[src/swp_pkg.sv]
`timescale 1ns / 1ps
`default_nettype none
// ---------------------------------------------------------------------------
// swp_pkg
// Shared types, constants and tables for the similarity-weighted predictor.
// ---------------------------------------------------------------------------
package swp_pkg;

    // default sizes of the sample and covariate stores
    localparam int MAX_SAMPLES_DEF    = 128;
    localparam int MAX_COVARIATES_DEF = 16;
    localparam int QUEUE_DEPTH        = 4;

    // fixed point constants
    localparam logic [16:0] ONE_Q16   = 17'd65536;
    localparam logic [16:0] LOG2E_Q16 = 17'd94548;

    // configuration register indexes
    localparam logic [2:0] REG_MODE      = 3'd0;
    localparam logic [2:0] REG_THRESHOLD = 3'd1;
    localparam logic [2:0] REG_SCOUNT    = 3'd2;
    localparam logic [2:0] REG_CCOUNT    = 3'd3;

    // operation codes of an input transaction
    typedef enum logic [1:0] {
        OP_SAMPLE = 2'd0,
        OP_WEIGHT = 2'd1,
        OP_COVAR  = 2'd2,
        OP_QUERY  = 2'd3
    } swp_op_t;

    // classified command passed from front to back
    typedef struct packed {
        swp_op_t     op;
        logic        wr;
        logic        predict;
        logic [6:0]  sidx;
        logic [3:0]  cidx;
        logic [1:0]  level;
        logic [31:0] va;
        logic [31:0] vb;
    } swp_cmd_t;

    // configuration register set
    typedef struct packed {
        logic        mode;
        logic [16:0] threshold;
        logic [7:0]  sample_count;
        logic [4:0]  covariate_count;
    } swp_cfg_t;

    // back end sequencer states
    typedef enum logic [4:0] {
        B_IDLE,
        B_SAMP,
        B_RD,
        B_PREP,
        B_MUL,
        B_CHK,
        B_DIV,
        B_SQ,
        B_EXP1,
        B_EXP2,
        B_ACC1,
        B_ACC2,
        B_ACC3,
        B_ACC4,
        B_FIN,
        B_UDIV,
        B_MDIV,
        B_OUT
    } swp_bstate_t;

    // 2^(-k/16) in Q1.16
    function automatic logic [16:0] pow2_frac(input logic [4:0] k);
        logic [16:0] v;
        unique case (k)
            5'd0:    v = 17'd65536;
            5'd1:    v = 17'd62757;
            5'd2:    v = 17'd60097;
            5'd3:    v = 17'd57549;
            5'd4:    v = 17'd55109;
            5'd5:    v = 17'd52773;
            5'd6:    v = 17'd50535;
            5'd7:    v = 17'd48393;
            5'd8:    v = 17'd46341;
            5'd9:    v = 17'd44376;
            5'd10:   v = 17'd42495;
            5'd11:   v = 17'd40693;
            5'd12:   v = 17'd38968;
            5'd13:   v = 17'd37316;
            5'd14:   v = 17'd35734;
            5'd15:   v = 17'd34219;
            5'd16:   v = 17'd32768;
            default: v = 17'd0;
        endcase
        return v;
    endfunction

endpackage
`default_nettype wire

[src/swp_fifo.sv]
`timescale 1ns / 1ps
`default_nettype none
// ---------------------------------------------------------------------------
// swp_fifo
// Short command queue between the front and the back.
// ---------------------------------------------------------------------------
module swp_fifo
    import swp_pkg::*;
#(
    parameter int DEPTH = QUEUE_DEPTH,
    localparam int PW   = (DEPTH > 1) ? $clog2(DEPTH) : 1,
    localparam int CW   = $clog2(DEPTH + 1)
) (
    input  wire logic     clk,
    input  wire logic     rst_n,
    input  wire logic     push,
    input  wire swp_cmd_t din,
    input  wire logic     pop,
    output swp_cmd_t      head,
    output logic          full,
    output logic          empty
);

    swp_cmd_t        slots [DEPTH];
    logic [PW-1:0]   wp_reg;
    logic [PW-1:0]   rp_reg;
    logic [CW-1:0]   cnt_reg;

    assign full  = cnt_reg == CW'(DEPTH);
    assign empty = cnt_reg == '0;
    assign head  = slots[rp_reg];

    // pointers and fill count
    always_ff @(posedge clk or negedge rst_n)
    begin
        if (!rst_n)
        begin
            wp_reg  <= '0;
            rp_reg  <= '0;
            cnt_reg <= '0;
        end
        else
        begin
            if (push)
            begin
                wp_reg <= (wp_reg == PW'(DEPTH - 1)) ? '0 : wp_reg + 1'b1;
            end
            if (pop)
            begin
                rp_reg <= (rp_reg == PW'(DEPTH - 1)) ? '0 : rp_reg + 1'b1;
            end
            if (push && !pop)
            begin
                cnt_reg <= cnt_reg + 1'b1;
            end
            else if (pop && !push)
            begin
                cnt_reg <= cnt_reg - 1'b1;
            end
        end
    end

    // storage
    always_ff @(posedge clk)
    begin
        if (push)
        begin
            slots[wp_reg] <= din;
        end
    end

endmodule
`default_nettype wire

[config.mk]
export PLATFORM = sky130hd
export DESIGN_NAME = swp_fifo
export DESIGN_NICKNAME = d
export VERILOG_FILES = /design/src/swp_pkg.sv /design/src/swp_fifo.sv
export SDC_FILE = /design/constraint.sdc
export NUM_CORES = 1
export LEC_CHECK = 0
export BUFFER_PORTS_ARGS = -buffer_cell sky130_fd_sc_hd__buf_2
export CAP_MARGIN = 20
export CORE_MARGIN = 2
export CORE_UTILIZATION = 55
export DETAILED_ROUTE_END_ITERATION = 10
export HOLD_SLACK_MARGIN = 0.05
export PLACE_DENSITY = 0.77
export SYNTH_ARGS = -nofsm -noshare
export SYNTH_HDL_FRONTEND = slang
export SYNTH_SLANG_ARGS = --single-unit
[constraint.sdc]
create_clock -name clk -period 6.5 [get_ports clk]
set_input_delay 0.325 -clock clk [delete_from_list [all_inputs] [get_ports clk]]
set_output_delay 0.325 -clock clk [all_outputs]
set_load 0.005 [all_outputs]
==> results.md <==
* Final worst slack at 3.068 ns
* Hold Vio Cnt, Final at 0
* Tot GR Track Use at 0.1973
* Final net count at approximately 820
* Final setup viols at 0
* Routed met3 length at 1183 um
* Highest routed layer: met5
* DR iter-0 viols at around 340
* RSZ-0062 raised after global routing: false
* First-pass GRT wire length at 35370 um
* CTS H-tree lvls at 1
* Layout fillers at 1332
* WL/cell at roughly 22 um
* Slew Viols, Final at 0
* Worst-path maximum fanout at 44
* Area delta synth->final at 24.35%
* Cells after synthesis at 460
* Initial core utilization at 0.5583
* DR vias/cell at roughly 5.5
* HP Class: in2reg
* Die height at between 150 and 200 um
* Reg clk slew, reported paths at approximately 0.060 ns
* Power per cell area at ~420 nW/um^2
* Buffers plus inverters on the worst setup path at 2
* Period minus WS final at around 3.4 ns
* GP Congestion at between 0.7 and 0.8
* DRT antenna net count at 0
* Diode count at 0
* Max-cap viol count at 0
* Pleak at 5.217 nW
* Overflow after GRT at 0
* Rows at 54
* #FFs+latches synth at 331
* Clk buf depth at 3
* Die Footprint at around 23000 um^2
* Synth area leader: edfxtp_1
* Post-CTS Hold Buffers at between 80 and 90
* Commonest non-fill, non-tap cells in the layout: 324 x edfxtp_1, 167 x buf_2, 82 x dlygate4sd3_1
* Setup CP Type: reg2out
* DRC at 0
* CTS resizes at 0
* Core ar. at 21690 um^2
* Final worst-path cycle share at 0.5280
* Synth area leaders: edfxtp_1 80%, mux4_2 15%, dfrtp_1 1.4%
* Skew final at about 0.01 ns
* Pin count of the biggest net entering global routing at 73
* Synthesized net count at ~550
* Yosys cell types at 18
* Critical path, cell by cell: buf_4, mux4_2, buf_2
* IO Count at between 150 and 200
* Synth Cell Area at 12110 um^2
* DR pass1 iterations at 4
* Max VDD drop at 0.3217 mV
* Share of layout cells above drive strength 1 at 0.4026
* Post-DP HPWL at 12660 um
* Overall Power at approximately 0.0063 W
* Total Neg Setup Slack at 0 ns
* CP top delay family: flip-flops
* CTS tree: yes
* Slew margin rel. at 0.2866
* Syn avg cell area at approximately 26 um^2
* Sink Count at ~330
* DR vias at approximately 5700
* Worst slew pin tran at 1.070 ns
* CTS Root Cell: clkbuf_16
* Crit. End Element: output port
* Commonest non-fill, non-tap cell in the layout: edfxtp_1
* Post-CTS setup buffer count at 0
* Yosys warns at 0
* Final WL at approximately 22000 um
* Slowest CP cell: dfrtp_4
* Outcome: completed
* Number of global-route vias before repair at ~6400
* Sequential share of the synthesized area at 0.8180
* Critical path launch point type: flop
* CTS Buf Count at 31
* M1 WL at slightly below 9000 um
* Yosys top cell area share at 0.8036
* Highest cell delay on the worst timing path at between 0.9 and 1 ns
* Req. time, crit path at between 6 and 7 ns
* Antenna violations before repair at 1
* Hold slack at 0.09586 ns
* Pre-CTS WS at 3.464 ns
* Max reg flops at between 300 and 400
* Peak Freq at 291.4 MHz
* Die X at about 150 um
* Clk Latency, worst-skew pair at 0.55 ns
* Critical Path AT at between 3 and 4 ns
* Metal2 WL at approximately 12000 um
* IO Port Bufs at between 150 and 200
[Yosys cell counts]
library cell,count
and2_1,4
buf_2,9
buf_4,1
buf_6,8
dfrtp_1,7
edfxtp_1,324
fa_1,1
ha_1,6
inv_1,4
mux2_2,3
mux4_2,81
nand2_1,2
nor2_1,3
nor3_1,1
nor3b_1,1
o21ai_0,2
xnor2_1,1
xor2_1,2
[per-layer routing]
layer  up-vias  GRT usage
met5         -          0
met4         2    0.05563
met3        44    0.03328
met2       186     0.3492
met1      2947     0.2567
li1       2520          -
[worst paths after layout]
path	slack [ns]	startpoint	to	cells past startpoint
worst min register to register	0.52	cnt_reg[2]	cnt_reg[2]	1
worst max register to register	4.21	wp_reg[0]	slots[2][51]	4
max in group asynchronous	6.18	rst_n	rp_reg[0]	2
worst min-delay path	0.1	push	wp_reg[1]	2
worst max-delay path	3.07	rp_reg[0]	head[29]	3
min in group asynchronous	0.14	rst_n	cnt_reg[1]	2
[final cells by class]
cell class,count,area (um^2),area share
inverters,4,15.01,0.0009973
well taps,280,350.3,0.02327
multi-input cells,107,2056,0.1365
repair buffers,255,1702,0.1130
clock buffers,38,802.0,0.05327
clock inverters,20,219.0,0.01454
flip-flops and latches,331,9912,0.6584
[cells by family (layout without fill, tap and decap cells)]
logic type / after synthesis / in the layout / share of synthesized area
simple gates: 11 / 11 / 0.004650
compound gates: 2 / 2 / 0.0008267
flops: 331 / 331 / 0.8180
mux: 84 / 84 / 0.1535
xor+xnor: 3 / 3 / 0.002170
fa+ha+maj: 7 / 7 / 0.007854
buf+inv: 22 / 317 / 0.01302
[report_power, final]
group | total, W | internal (W) | switching [W] | leakage, nW
Sequential | 0.00293 | 0.00274 | 0.000189 | 3.06
Combinational | 0.00153 | 0.000816 | 0.000717 | 1.67
Clock | 0.00179 | 0.00107 | 0.000720 | 0.493
Total | 0.00626 | 0.00463 | 0.00163 | 5.22
[per-stage QoR]
stage                     utilization  instance area, um^2  instances
after floorplan                     -                12110        460
after global placement         0.6093                13210        895
after detailed placement       0.6093                13210        895
after CTS                      0.6942                15060       1035
after global routing           0.6942                15060       1035
final                          0.6942                15060       1035
Power figures use the tool's default switching activity.
