$ cat src/swp_pkg.sv
`timescale 1ns / 1ps
`default_nettype none
// ---------------------------------------------------------------------------
// swp_pkg
// Shared types, constants and tables for the similarity-weighted predictor.
// ---------------------------------------------------------------------------
package swp_pkg;

    // default sizes of the sample and covariate stores
    localparam int MAX_SAMPLES_DEF    = 128;
    localparam int MAX_COVARIATES_DEF = 16;
    localparam int QUEUE_DEPTH        = 4;

    // fixed point constants
    localparam logic [16:0] ONE_Q16   = 17'd65536;
    localparam logic [16:0] LOG2E_Q16 = 17'd94548;

    // configuration register indexes
    localparam logic [2:0] REG_MODE      = 3'd0;
    localparam logic [2:0] REG_THRESHOLD = 3'd1;
    localparam logic [2:0] REG_SCOUNT    = 3'd2;
    localparam logic [2:0] REG_CCOUNT    = 3'd3;

    // operation codes of an input transaction
    typedef enum logic [1:0] {
        OP_SAMPLE = 2'd0,
        OP_WEIGHT = 2'd1,
        OP_COVAR  = 2'd2,
        OP_QUERY  = 2'd3
    } swp_op_t;

    // classified command passed from front to back
    typedef struct packed {
        swp_op_t     op;
        logic        wr;
        logic        predict;
        logic [6:0]  sidx;
        logic [3:0]  cidx;
        logic [1:0]  level;
        logic [31:0] va;
        logic [31:0] vb;
    } swp_cmd_t;

    // configuration register set
    typedef struct packed {
        logic        mode;
        logic [16:0] threshold;
        logic [7:0]  sample_count;
        logic [4:0]  covariate_count;
    } swp_cfg_t;

    // back end sequencer states
    typedef enum logic [4:0] {
        B_IDLE,
        B_SAMP,
        B_RD,
        B_PREP,
        B_MUL,
        B_CHK,
        B_DIV,
        B_SQ,
        B_EXP1,
        B_EXP2,
        B_ACC1,
        B_ACC2,
        B_ACC3,
        B_ACC4,
        B_FIN,
        B_UDIV,
        B_MDIV,
        B_OUT
    } swp_bstate_t;

    // 2^(-k/16) in Q1.16
    function automatic logic [16:0] pow2_frac(input logic [4:0] k);
        logic [16:0] v;
        unique case (k)
            5'd0:    v = 17'd65536;
            5'd1:    v = 17'd62757;
            5'd2:    v = 17'd60097;
            5'd3:    v = 17'd57549;
            5'd4:    v = 17'd55109;
            5'd5:    v = 17'd52773;
            5'd6:    v = 17'd50535;
            5'd7:    v = 17'd48393;
            5'd8:    v = 17'd46341;
            5'd9:    v = 17'd44376;
            5'd10:   v = 17'd42495;
            5'd11:   v = 17'd40693;
            5'd12:   v = 17'd38968;
            5'd13:   v = 17'd37316;
            5'd14:   v = 17'd35734;
            5'd15:   v = 17'd34219;
            5'd16:   v = 17'd32768;
            default: v = 17'd0;
        endcase
        return v;
    endfunction

endpackage
`default_nettype wire

$ cat src/swp_front.sv
`timescale 1ns / 1ps
`default_nettype none
// ---------------------------------------------------------------------------
// swp_front
// Accepts input transactions, drops out of range writes, classifies them
// into commands for the queue, and holds the configuration registers.
// ---------------------------------------------------------------------------
module swp_front
    import swp_pkg::*;
#(
    parameter int MAX_SAMPLES    = MAX_SAMPLES_DEF,
    parameter int MAX_COVARIATES = MAX_COVARIATES_DEF
) (
    input  wire logic        clk,
    input  wire logic        rst_n,
    input  wire logic        start,
    output logic             busy,
    input  wire logic [1:0]  op,
    input  wire logic [6:0]  sample_index,
    input  wire logic [3:0]  covariate_index,
    input  wire logic [1:0]  level,
    input  wire logic [31:0] value_a,
    input  wire logic [31:0] value_b,
    input  wire logic        last,
    input  wire logic        cfg_valid,
    output logic             cfg_ready,
    input  wire logic [2:0]  cfg_index,
    input  wire logic [16:0] cfg_data,
    input  wire logic        q_full,
    output logic             push,
    output swp_cmd_t         cmd,
    output swp_cfg_t         cfg
);

    swp_cfg_t cfg_reg;
    logic     s_ok;
    logic     c_ok;
    logic     accept;

    assign busy      = q_full;
    assign cfg_ready = 1'b1;
    assign cfg       = cfg_reg;
    assign accept    = start && !q_full;

    // range checks on the addressed entries
    assign s_ok = 32'(sample_index) < MAX_SAMPLES;
    assign c_ok = 32'(covariate_index) < MAX_COVARIATES;

    // classify the transaction
    always_comb
    begin
        cmd.op      = swp_op_t'(op);
        cmd.sidx    = sample_index;
        cmd.cidx    = covariate_index;
        cmd.level   = level;
        cmd.va      = value_a;
        cmd.vb      = value_b;
        cmd.predict = 1'b0;
        unique case (swp_op_t'(op))
            OP_SAMPLE: cmd.wr = s_ok && c_ok;
            OP_WEIGHT: cmd.wr = s_ok;
            OP_COVAR:  cmd.wr = c_ok;
            OP_QUERY:
            begin
                cmd.wr      = c_ok;
                cmd.predict = last;
            end
            default:   cmd.wr = 1'b0;
        endcase
    end

    // only commands with an effect enter the queue
    assign push = accept && (cmd.wr || cmd.predict);

    // configuration registers
    always_ff @(posedge clk or negedge rst_n)
    begin
        if (!rst_n)
        begin
            cfg_reg.mode            <= 1'b0;
            cfg_reg.threshold       <= 17'd0;
            cfg_reg.sample_count    <= 8'd0;
            cfg_reg.covariate_count <= 5'd1;
        end
        else if (cfg_valid)
        begin
            priority case (cfg_index)
                REG_MODE:      cfg_reg.mode            <= cfg_data[0];
                REG_THRESHOLD: cfg_reg.threshold       <= cfg_data;
                REG_SCOUNT:    cfg_reg.sample_count    <= cfg_data[7:0];
                REG_CCOUNT:    cfg_reg.covariate_count <= cfg_data[4:0];
                default:       cfg_reg.mode            <= cfg_reg.mode;
            endcase
        end
    end

endmodule
`default_nettype wire

$ cat config.mk
export PLATFORM = sky130hd
export DESIGN_NAME = swp_front
export DESIGN_NICKNAME = d
export VERILOG_FILES = /design/src/swp_pkg.sv /design/src/swp_front.sv
export SDC_FILE = /design/constraint.sdc
export NUM_CORES = 1
export LEC_CHECK = 0
export ABC_AREA = 1
export ABC_CLOCK_PERIOD_IN_PS = 800
export BUFFER_PORTS_ARGS = -buffer_cell sky130_fd_sc_hd__buf_4
export CAP_MARGIN = 5
export CORE_AREA = 2 2 85 87
export DETAILED_ROUTE_END_ITERATION = 12
export DIE_AREA = 0 0 87 89
export GPL_TIMING_DRIVEN = 1
export PLACE_DENSITY = 0.8
export SLEW_MARGIN = 20
export SYNTH_ARGS = -nofsm -noshare
export SYNTH_HDL_FRONTEND = slang
export SYNTH_SLANG_ARGS = --single-unit
export TNS_END_PERCENT = 20
$ cat constraint.sdc
create_clock -name clk -period 0.8 [get_ports clk]
set_input_delay 0.12 -clock clk [delete_from_list [all_inputs] [get_ports clk]]
set_output_delay 0.12 -clock clk [all_outputs]
set_load 0.01 [all_outputs]
==> results.md, run 1 <==
* Nets at 331
* Worst r2r src: cfg[28]
* Post-DRT Antenna Nets at 0
* Max Cap Violations at 0
* CTS Buf Count at 5
* Worst EP required at 0.68 ns
* R2R Setup Slk at 0.06 ns
* H-tree depth at 2
* Worst Path Max Fanout at 2
* Largest register FFs at 31
* Pwr Total at 5315 uW
* First-pass iteration count of the detailed router at 4
* RD Place Congestion at 0.7316
* Initial core utilization at 0.2866
* Total Neg Setup Slack at -3.830 ns
* Worst hold start: cfg_data[3]
* Final wirelength at 4271 um
* Sequential fraction of the synthesis area at 0.4035
* Cells after DPL at 296
* Post-route insts no fill at 307
* DP HPWL at 3262 um
* Row count at 30
* Hold_ws at 0.06046 ns
* Critical path, cell by cell: buf_6
* Sink Count at 31
* Hold EP: cfg[3]
* First-pass GRT wire length at 6472 um
* CTS max path bufs at 2
* Most frequent cell after synthesis: buf_4
* Most frequent cells after synthesis: 83 x buf_4, 71 x nand2_1, 30 x dfrtp_1
* Reg2reg end: cfg[28]
* Final min period at 1.049 ns
* Clock-pin transition on the worst setup and hold timing paths at 0.07 ns
* Setup-failing EPs final at 31
* I/O Buffers at 63
* Die Y at 89 um
* RSZ-0062 raised after global routing: true
* Mapped Avg Cell Area at 8.336 um^2
* Via density at 4.404
* Remaining Overflow, GRT at 0
* Violated checks: setup timing
* Core ar. at 6719 um^2
* Yosys reg bits at 31
* Worst hold path depth at 3
* Outcome: complete, but fails checks
* Worst path slowest cell: dfstp_2
* Clock insertion delay at the later pin of the skew report at 0.28 ns
* Top cell type's share of synthesized area at 0.3899
* Via count at 1,352
* CP Launch Type: flop
* FMAX at 953.6 MHz
* CP bufs+invs at 1
* Post-synth EDFFs at 0
* Worst Path Arrival at 0.93 ns
* Clock root cell: clkbuf_8
* Synth area leaders: dfrtp_1 39%, buf_4 32%, nand2_1 14%
* Static Leak at 0.001198 uW
* Die W at 87 um
* Layout area overhead at 13.58%
* Synth Cell Area at 1926 um^2
* Cell family with most CP delay: flip-flops
* Initial antenna violation count at 0
* GR Util All Layers at 0.1111
* Fin Clk Skew at 0 ns
* WL per Instance at 13.91 um
* Yosys cell types at 15
* Asr flop ratio synth at 1.000
* Largest net degree at the start of global routing at 32
* Final setup margin at -0.2487 ns
* Num ports at 220
* Number of global-route vias before repair at 1,314
* Worst r2r path cells at 3
* Worst hold-check path type: primary input to flop
* Fill count at 730
* Final Util at 0.3255
* Critical Setup Path Class: flop to output pin
* Final worst path period share at 1.311
* Die area at 7743 um^2
* Max stage delay on crit path at 0.54 ns
* Initial DRC count at 49
* CTS tree: done
* Power per Cell Area at 2430 nW/um^2
* Post-Synthesis Cells at 231
* DRC Markers at 0
* Max-slew violations at 0
* Ys flop type: dfrtp_1
* N_diodes at 0
* VDD IR max at 0.0005565 V
* Ys Warns at 0
* Final hold vios at 0
* Layout cells sized above 1 at 0.3833
* Yosys top cell by area: dfrtp_1
* Critical Path End Type: output pin
[cells in the final DEF (no fill, tap or decap), types with 2 or more instances in the layout]
| master | n |
|---|---|
| nand2_1 | 71 |
| buf_4 | 41 |
| buf_6 | 31 |
| dfrtp_1 | 30 |
| nand3_1 | 26 |
| inv_1 | 5 |
| clkbuf_8 | 5 |
| nor2_1 | 3 |
| nor2_2 | 2 |
| nand2_4 | 2 |
| conb_1 | 2 |
| bufinv_16 | 2 |
[metal layers]
| layer | up-vias | track usage | part of all wire |
|---|---|---|---|
| li1 | 618 | - | - |
| met1 | 628 | 0.1212 | 0.37 |
| met2 | 78 | 0.1825 | 0.48 |
| met3 | 28 | 0.03970 | 0.099 |
| met4 | 0 | 0.07386 | 0.048 |
| met5 | - | 0 | 0 |
[repair_timing]
| action | in CTS | in global routing |
|---|---|---|
| buffers inserted | 2 | 0 |
| hold buffers | 1 | 0 |
| endpoints found under the setup margin | 31 | 31 |
| resized for setup | 31 | 0 |
| endpoints found under the hold margin | 30 | 0 |
[how the worst max path moves through the flow]
stage                             from       to  slack (ns)  cells after the start
after CTS                       cfg[0]   cfg[0]       -0.26                      1
after floorplan              cfg_valid   cfg[1]      0.0009                      6
after global routing            cfg[0]   cfg[0]       -0.28                      1
final                           cfg[0]   cfg[0]       -0.25                      1
after detailed placement  cfg_index[2]  cfg[13]       -0.21                      6
after global placement    cfg_index[2]  cfg[14]       -0.18                      6
[per-stage QoR]
stage | cell area [um^2] | setup slack (ns)
detailed placement | 1913 | -0.2115
floorplan | 1929 | 0.0008771
global placement | 1913 | -0.1818
CTS | 2187 | -0.2628
global route | 2187 | -0.2796
finish | 2187 | -0.2487
[power breakdown]
part / internal [uW] / total [uW] / switching, uW
Clock: 1250 / 1830 / 585
Combinational: 809 / 1390 / 583
Sequential: 1870 / 2090 / 223
[cells by family after synthesis]
| kind of cell | Yosys count | synth area share |
|---|---|---|
| buffers and inverters | 93 | 0.3554 |
| other | 1 | 0.001947 |
| AND/OR/NAND/NOR | 106 | 0.2391 |
| flip-flops | 31 | 0.4035 |
[layout make-up]
type,count,area [um^2],area share
sequential,31,777.0,0.3553
timing repair buffer,74,686.9,0.3141
multi-input combinational,108,467.9,0.2140
tap,80,100.1,0.04577
clock buffer,6,72.57,0.03318
clock inverter,2,60.06,0.02746
inverter,6,22.52,0.01030
Note: power is estimated with default switching activity, not from simulation.
==> run 2, diff against run 1 <==
--- a/config.mk
+++ b/config.mk
@@ -14,6 +14,7 @@
 export DIE_AREA = 0 0 87 89
 export GPL_TIMING_DRIVEN = 1
 export PLACE_DENSITY = 0.8
+export SETUP_SLACK_MARGIN = 0.15
 export SLEW_MARGIN = 20
 export SYNTH_ARGS = -nofsm -noshare
 export SYNTH_HDL_FRONTEND = slang
==> results.md, run 2 (synthesized netlist as in run 1, its figures left out) <==
* DRC Markers at 0 (unchanged)
* CTS max path bufs at 2 (unchanged)
* Final setup margin at -0.2439 ns (was -0.2487 ns)
* Initial DRC count at 32 (was 49)
* Outcome: complete, but fails checks (unchanged)
* Commonest non-fill, non-tap cells in the layout: 68 x nand2_1, 38 x buf_4, 32 x buf_6, 30 x dfrtp_1, 24 x nand3_1 (was 71 x nand2_1, 41 x buf_4, 31 x buf_6, 30 x dfrtp_1, 26 x nand3_1)
* GR Util All Layers at 0.1156 (was 0.1111)
* Remaining Overflow, GRT at 0 (unchanged)
* VDD IR max at 0.001182 V (was 0.0005565 V)
* Initial antenna violation count at 0 (unchanged)
* Largest net degree at the start of global routing at 32 (unchanged)
* Via density at 4.387 (was 4.404)
* Row count at 30 (unchanged)
* Static Leak at 0.001186 uW (was 0.001198 uW)
* Critical Path End Type: output pin (unchanged)
* Critical path, cell by cell: buf_6 (unchanged)
* Clock root cell: clkbuf_8 (unchanged)
* FMAX at 958.0 MHz (was 953.6 MHz)
* Cell family with most CP delay: flip-flops (unchanged)
* Total Neg Setup Slack at -3.992 ns (was -3.830 ns)
* Clock insertion delay at the later pin of the skew report at 0.28 ns (about the same)
* Power per Cell Area at 2171 nW/um^2 (was 2430 nW/um^2)
* Max Cap Violations at 0 (unchanged)
* Die area at 7743 um^2 (unchanged)
* Most common cell after layout, fill and taps aside: nand2_1 (unchanged)
* Die Y at 89 um (unchanged)
* Post-route insts no fill at 305 (was 307)
* RD Place Congestion at 0.7117 (was 0.7316)
* Reg2reg end: cfg[11] (was cfg[28])
* Nets at 330 (was 331)
* Cells after DPL at 295 (was 296)
* Post-placement cell area at 1938 um^2 (was 1913 um^2)
* Post-DRT Antenna Nets at 0 (unchanged)
* Worst r2r src: cfg[11] (was cfg[28])
* Worst Path Max Fanout at 2 (unchanged)
* Sink Count at 31 (unchanged)
* Violated checks: hold timing, setup timing (was setup timing)
* Die W at 87 um (unchanged)
* First-pass iteration count of the detailed router at 4 (unchanged)
* Number of global-route vias before repair at 1,329 (was 1,314)
* Core ar. at 6719 um^2 (unchanged)
* Fill count at 706 (was 730)
* First-pass GRT wire length at 6624 um (was 6472 um)
* H-tree depth at 2 (unchanged)
* WL per Instance at 14.51 um (was 13.91 um)
* I/O Buffers at 63 (unchanged)
* Layout area overhead at 14.10% (was 13.58%)
* Hold_ws at -0.2344 ns (was 0.06046 ns)
* N_diodes at 0 (unchanged)
* Worst EP required at 0.68 ns (about the same)
* CTS tree: done (unchanged)
* CP bufs+invs at 1 (unchanged)
* Worst path slowest cell: dfstp_2 (unchanged)
* Via count at 1,338 (was 1,352)
* Critical Setup Path Class: flop to output pin (unchanged)
* Worst r2r path cells at 4 (was 3)
* Worst hold-check path type: primary input to asynchronous set/reset pin (was primary input to flop)
* Fin Clk Skew at 0 ns (unchanged)
* Initial core utilization at 0.2866 (unchanged)
* Setup-failing EPs final at 32 (was 31)
* Final min period at 1.044 ns (was 1.049 ns)
* Final hold vios at 30 (was 0)
* Clock-pin transition on the worst setup and hold timing paths at 0.07 ns (about the same)
* CP Launch Type: flop (unchanged)
* DP HPWL at 3482 um (was 3262 um)
* RSZ-0062 raised after global routing: true (unchanged)
* Layout cells sized above 1 at 0.4133 (was 0.3833)
* Max-slew violations at 0 (unchanged)
* R2R Setup Slk at -0.06 ns (was 0.06 ns)
* Final wirelength at 4425 um (was 4271 um)
* Post-route cell area at 2197 um^2 (was 2187 um^2)
* Max stage delay on crit path at 0.54 ns (about the same)
* Final worst path period share at 1.305 (was 1.311)
* CTS Buf Count at 5 (unchanged)
* Worst Path Arrival at 0.92 ns (was 0.93 ns)
* Place WS at -0.1876 ns (was -0.2115 ns)
* Largest register FFs at 31 (unchanged)
* Num ports at 220 (unchanged)
==> run 2: cell count changes in the layout (fill, tap and decap cells not counted), moves of 2 or more <==
| cell | change |
|---|---|
| nor2_2 | -2 |
| nor2_4 | +2 |
| buf_4 | -3 |
| nand3_1 | -2 |
| nand2_2 | +2 |
| buf_8 | +2 |
| nand2_1 | -3 |
| bufinv_16 | -2 |
| nand3_2 | +2 |
==> run 2: where the power goes <==
| part | leakage [uW] | switching [uW] | internal [uW] | total, uW |
|---|---|---|---|---|
| combinational | 0.000751 | 595 | 828 | 1420 |
| sequential | 0.000388 | 238 | 1870 | 2110 |
| clock | 0.0000470 | 565 | 674 | 1240 |
| total | 0.00119 | 1400 | 3370 | 4770 |
==> run 2: worst max path at each step <==
stage / slack [ns] / endpoint / depth (start not counted) / start
global route: -0.28 / cfg[0] / 1 / cfg[0]
CTS: -0.26 / cfg[0] / 1 / cfg[0]
finish: -0.24 / cfg[0] / 1 / cfg[0]
floorplan: 0.05 / cfg[13] / 6 / cfg_index[0]
global placement: -0.14 / cfg[1] / 6 / cfg_index[2]
detailed placement: -0.19 / cfg[1] / 6 / cfg_index[2]
==> run 2: routing by layer <==
| layer | vias to the layer above | wire length (um) | GRT usage |
|---|---|---|---|
| li1 | 614 | - | - |
| met1 | 609 | 1598 | 0.1252 |
| met2 | 83 | 2125 | 0.1811 |
| met3 | 32 | 488 | 0.04801 |
| met4 | 0 | 212 | 0.08665 |
| met5 | - | 0 | 0 |
==> run 2: layout make-up <==
type,count,area (um^2),area share
Clock inverter,1,5.005,0.002278
Timing Repair Buffer,73,695.7,0.3166
Inverter,6,27.53,0.01253
Multi-Input combinational cell,108,509.2,0.2318
Clock buffer,6,82.58,0.03759
Tap cell,80,100.1,0.04556
Sequential cell,31,777.0,0.3536
==> run 2: timing repair <==
action | 4_1_cts | 5_1_grt
resized for setup | 33 | 6
hold endpoints to repair | 30 | 30
pin swaps | 4 | 5
setup buffers | 1 | 2
setup endpoints to repair | 38 | 58
==> run 2: per-stage QoR <==
stage / util / power, uW
finish: 0.3270 / 4771
global placement: 0.2885 / 3288
floorplan: - / 2932
CTS: 0.3218 / 4809
global route: 0.3270 / 5039
detailed placement: 0.2885 / 3310
==> run 3, diff against run 2 <==
--- a/config.mk
+++ b/config.mk
@@ -9,11 +9,13 @@
 export ABC_CLOCK_PERIOD_IN_PS = 800
 export BUFFER_PORTS_ARGS = -buffer_cell sky130_fd_sc_hd__buf_4
 export CAP_MARGIN = 5
-export CORE_AREA = 2 2 85 87
+export CELL_PAD_IN_SITES_DETAIL_PLACEMENT = 0
+export CELL_PAD_IN_SITES_GLOBAL_PLACEMENT = 1
+export CORE_ASPECT_RATIO = 1.5
+export CORE_UTILIZATION = 19
 export DETAILED_ROUTE_END_ITERATION = 12
-export DIE_AREA = 0 0 87 89
 export GPL_TIMING_DRIVEN = 1
-export PLACE_DENSITY = 0.8
+export PLACE_DENSITY = 0.84
 export SETUP_SLACK_MARGIN = 0.15
 export SLEW_MARGIN = 20
 export SYNTH_ARGS = -nofsm -noshare
==> results.md, run 3 (synthesized netlist as in run 1, its figures left out) <==
* Outcome: complete, but fails checks (unchanged)
* Violated checks: DRC, hold timing, setup timing (was hold timing, setup timing)
* Critical path, cell by cell: buf_6 (unchanged)
* Final min period at 1.038 ns (was 1.044 ns)
* Row count at 44 (was 30)
* Sink Count at 31 (unchanged)
* DP HPWL at 3976 um (was 3482 um)
* Most common cell after layout, fill and taps aside: nand2_1 (unchanged)
* Final hold vios at 30 (unchanged)
* Clock-pin transition on the worst setup and hold timing paths at 0.05 ns (was 0.07 ns)
* Initial core utilization at 0.1976 (was 0.2866)
* Commonest non-fill, non-tap cells in the layout: 67 x nand2_1, 40 x buf_4, 33 x buf_6, 30 x dfrtp_1, 24 x nand3_1 (was 68 x nand2_1, 38 x buf_4, 32 x buf_6, 30 x dfrtp_1, 24 x nand3_1)
* Clock insertion delay at the later pin of the skew report at 0.27 ns (was 0.28 ns)
* Setup-failing EPs final at 32 (unchanged)
* Place WS at -0.1560 ns (was -0.1876 ns)
* CTS Buf Count at 5 (unchanged)
* CP bufs+invs at 1 (unchanged)
* Power per Cell Area at 2393 nW/um^2 (was 2171 nW/um^2)
* Critical Setup Path Class: flop to output pin (unchanged)
* Final Util at 0.2411 (was 0.3270)
* Initial DRC count at 69 (was 32)
* Core ar. at 9744 um^2 (was 6719 um^2)
* RSZ-0062 raised after global routing: true (unchanged)
* Hold_ws at -0.2155 ns (was -0.2344 ns)
* DRC Markers at 42 (was 0)
* Met3 Wirelength at 632 um (was 488 um)
* Cell family with most CP delay: flip-flops (unchanged)
* CTS max path bufs at 2 (unchanged)
* WL per Instance at 15.42 um (was 14.51 um)
* Die area at 10,550 um^2 (was 7743 um^2)
* Worst r2r src: cfg[30] (was cfg[11])
* Reg area at 777.0 um^2 (unchanged)
* Worst Path Arrival at 0.92 ns (about the same)
* Post-DRT Antenna Nets at 0 (unchanged)
* First-pass GRT wire length at 7603 um (was 6624 um)
* Fin Clk Skew at 0 ns (unchanged)
* Number of global-route vias before repair at 1,310 (was 1,329)
* Worst hold-check path type: primary input to asynchronous set/reset pin (unchanged)
* Metal2 WL at 2598 um (was 2125 um)
* Final wirelength at 5304 um (was 4425 um)
* Nets at 333 (was 330)
* CP Launch Type: flop (unchanged)
* Die Y at 125.3 um (was 89 um)
* Fill count at 1,032 (was 706)
* Reg2reg end: cfg[30] (was cfg[11])
* Max Cap Violations at 0 (unchanged)
* Pwr Total at 5623 uW (was 4771 uW)
* Largest register FFs at 31 (unchanged)
* Via count at 1,389 (was 1,338)
* VDD IR max at 0.0006981 V (was 0.001182 V)
* Post-route insts no fill at 344 (was 305)
* Max stage delay on crit path at 0.54 ns (about the same)
* RD Place Congestion at 0.7144 (was 0.7117)
* Final worst path period share at 1.298 (was 1.305)
* R2R Setup Slk at -0.04 ns (was -0.06 ns)
* Worst EP required at 0.68 ns (about the same)
* Max-slew violations at 0 (unchanged)
* Area of the multi-input gates at 514.2 um^2 (was 509.2 um^2)
* Die W at 84.20 um (was 87 um)
* Final setup margin at -0.2381 ns (was -0.2439 ns)
* GR Util All Layers at 0.1006 (was 0.1156)
* Layout cells sized above 1 at 0.4323 (was 0.4133)
* Clock root cell: clkbuf_16 (was clkbuf_8)
* Cells after DPL at 331 (was 295)
* Static Leak at 0.001231 uW (was 0.001186 uW)
* Largest net degree at the start of global routing at 32 (unchanged)
* Initial antenna violation count at 0 (unchanged)
* Layout area overhead at 22.03% (was 14.10%)
* Routed met1 length at 1625 um (was 1598 um)
* FMAX at 963.3 MHz (was 958.0 MHz)
* Critical Path End Type: output pin (unchanged)
* Top sig layer: met4 (unchanged)
* Worst path slowest cell: dfstp_2 (unchanged)
* H-tree depth at 2 (unchanged)
* I/O Buffers at 63 (unchanged)
* First-pass iteration count of the detailed router at 11 (was 4)
* Worst r2r path cells at 4 (unchanged)
* Via density at 4.038 (was 4.387)
* N_diodes at 0 (unchanged)
* Num ports at 220 (unchanged)
* Remaining Overflow, GRT at 0 (unchanged)
* CTS tree: done (unchanged)
* Worst Path Max Fanout at 2 (unchanged)
## run 3: per-layer routing
layer	vias up	GRT usage
met1	614	0.08998
met5	-	0
met3	62	0.03960
met4	0	0.1156
li1	625	-
met2	88	0.1606
## run 3: what timing repair did
action,CTS,global route
pin swaps,4,8
endpoints found under the hold margin,30,30
endpoints found under the setup margin,38,56
buffers inserted,2,3
resized for setup,33,7
## run 3: power breakdown
group	internal, uW	leakage (uW)	switching [uW]	total, uW
logic	864	0.000767	631	1490
clock network	1320	0.0000761	713	2030
registers	1870	0.000388	220	2090
## run 3: stage by stage
step | TNS, ns | cell area (um^2)
2_1_floorplan | 0 | 1962
4_1_cts | -4.120 | 2305
5_1_grt | -4.620 | 2350
6_report | -3.620 | 2350
3_5_place_dp | -3.456 | 2002
3_3_place_gp | -3.205 | 2002
## run 3: worst max-delay path by stage
stage | start | endpoint | slack [ns] | depth (start not counted)
after floorplan | cfg_index[0] | cfg[13] | 0.05 | 6
after detailed placement | cfg_index[2] | cfg[23] | -0.16 | 6
after global placement | cfg_index[2] | cfg[27] | -0.14 | 6
after global routing | cfg[0] | cfg[0] | -0.27 | 1
after CTS | cfg[0] | cfg[0] | -0.25 | 1
final | cfg[0] | cfg[0] | -0.24 | 1
## run 3: cell type report
cell class                      instances  area share
Timing Repair Buffer                   76      0.3094
Clock buffer                            7     0.06496
Multi-Input combinational cell        108      0.2189
Inverter                                6     0.01171
Sequential cell                        31      0.3307
Clock inverter                          1    0.003195
Tap cell                              115     0.06124
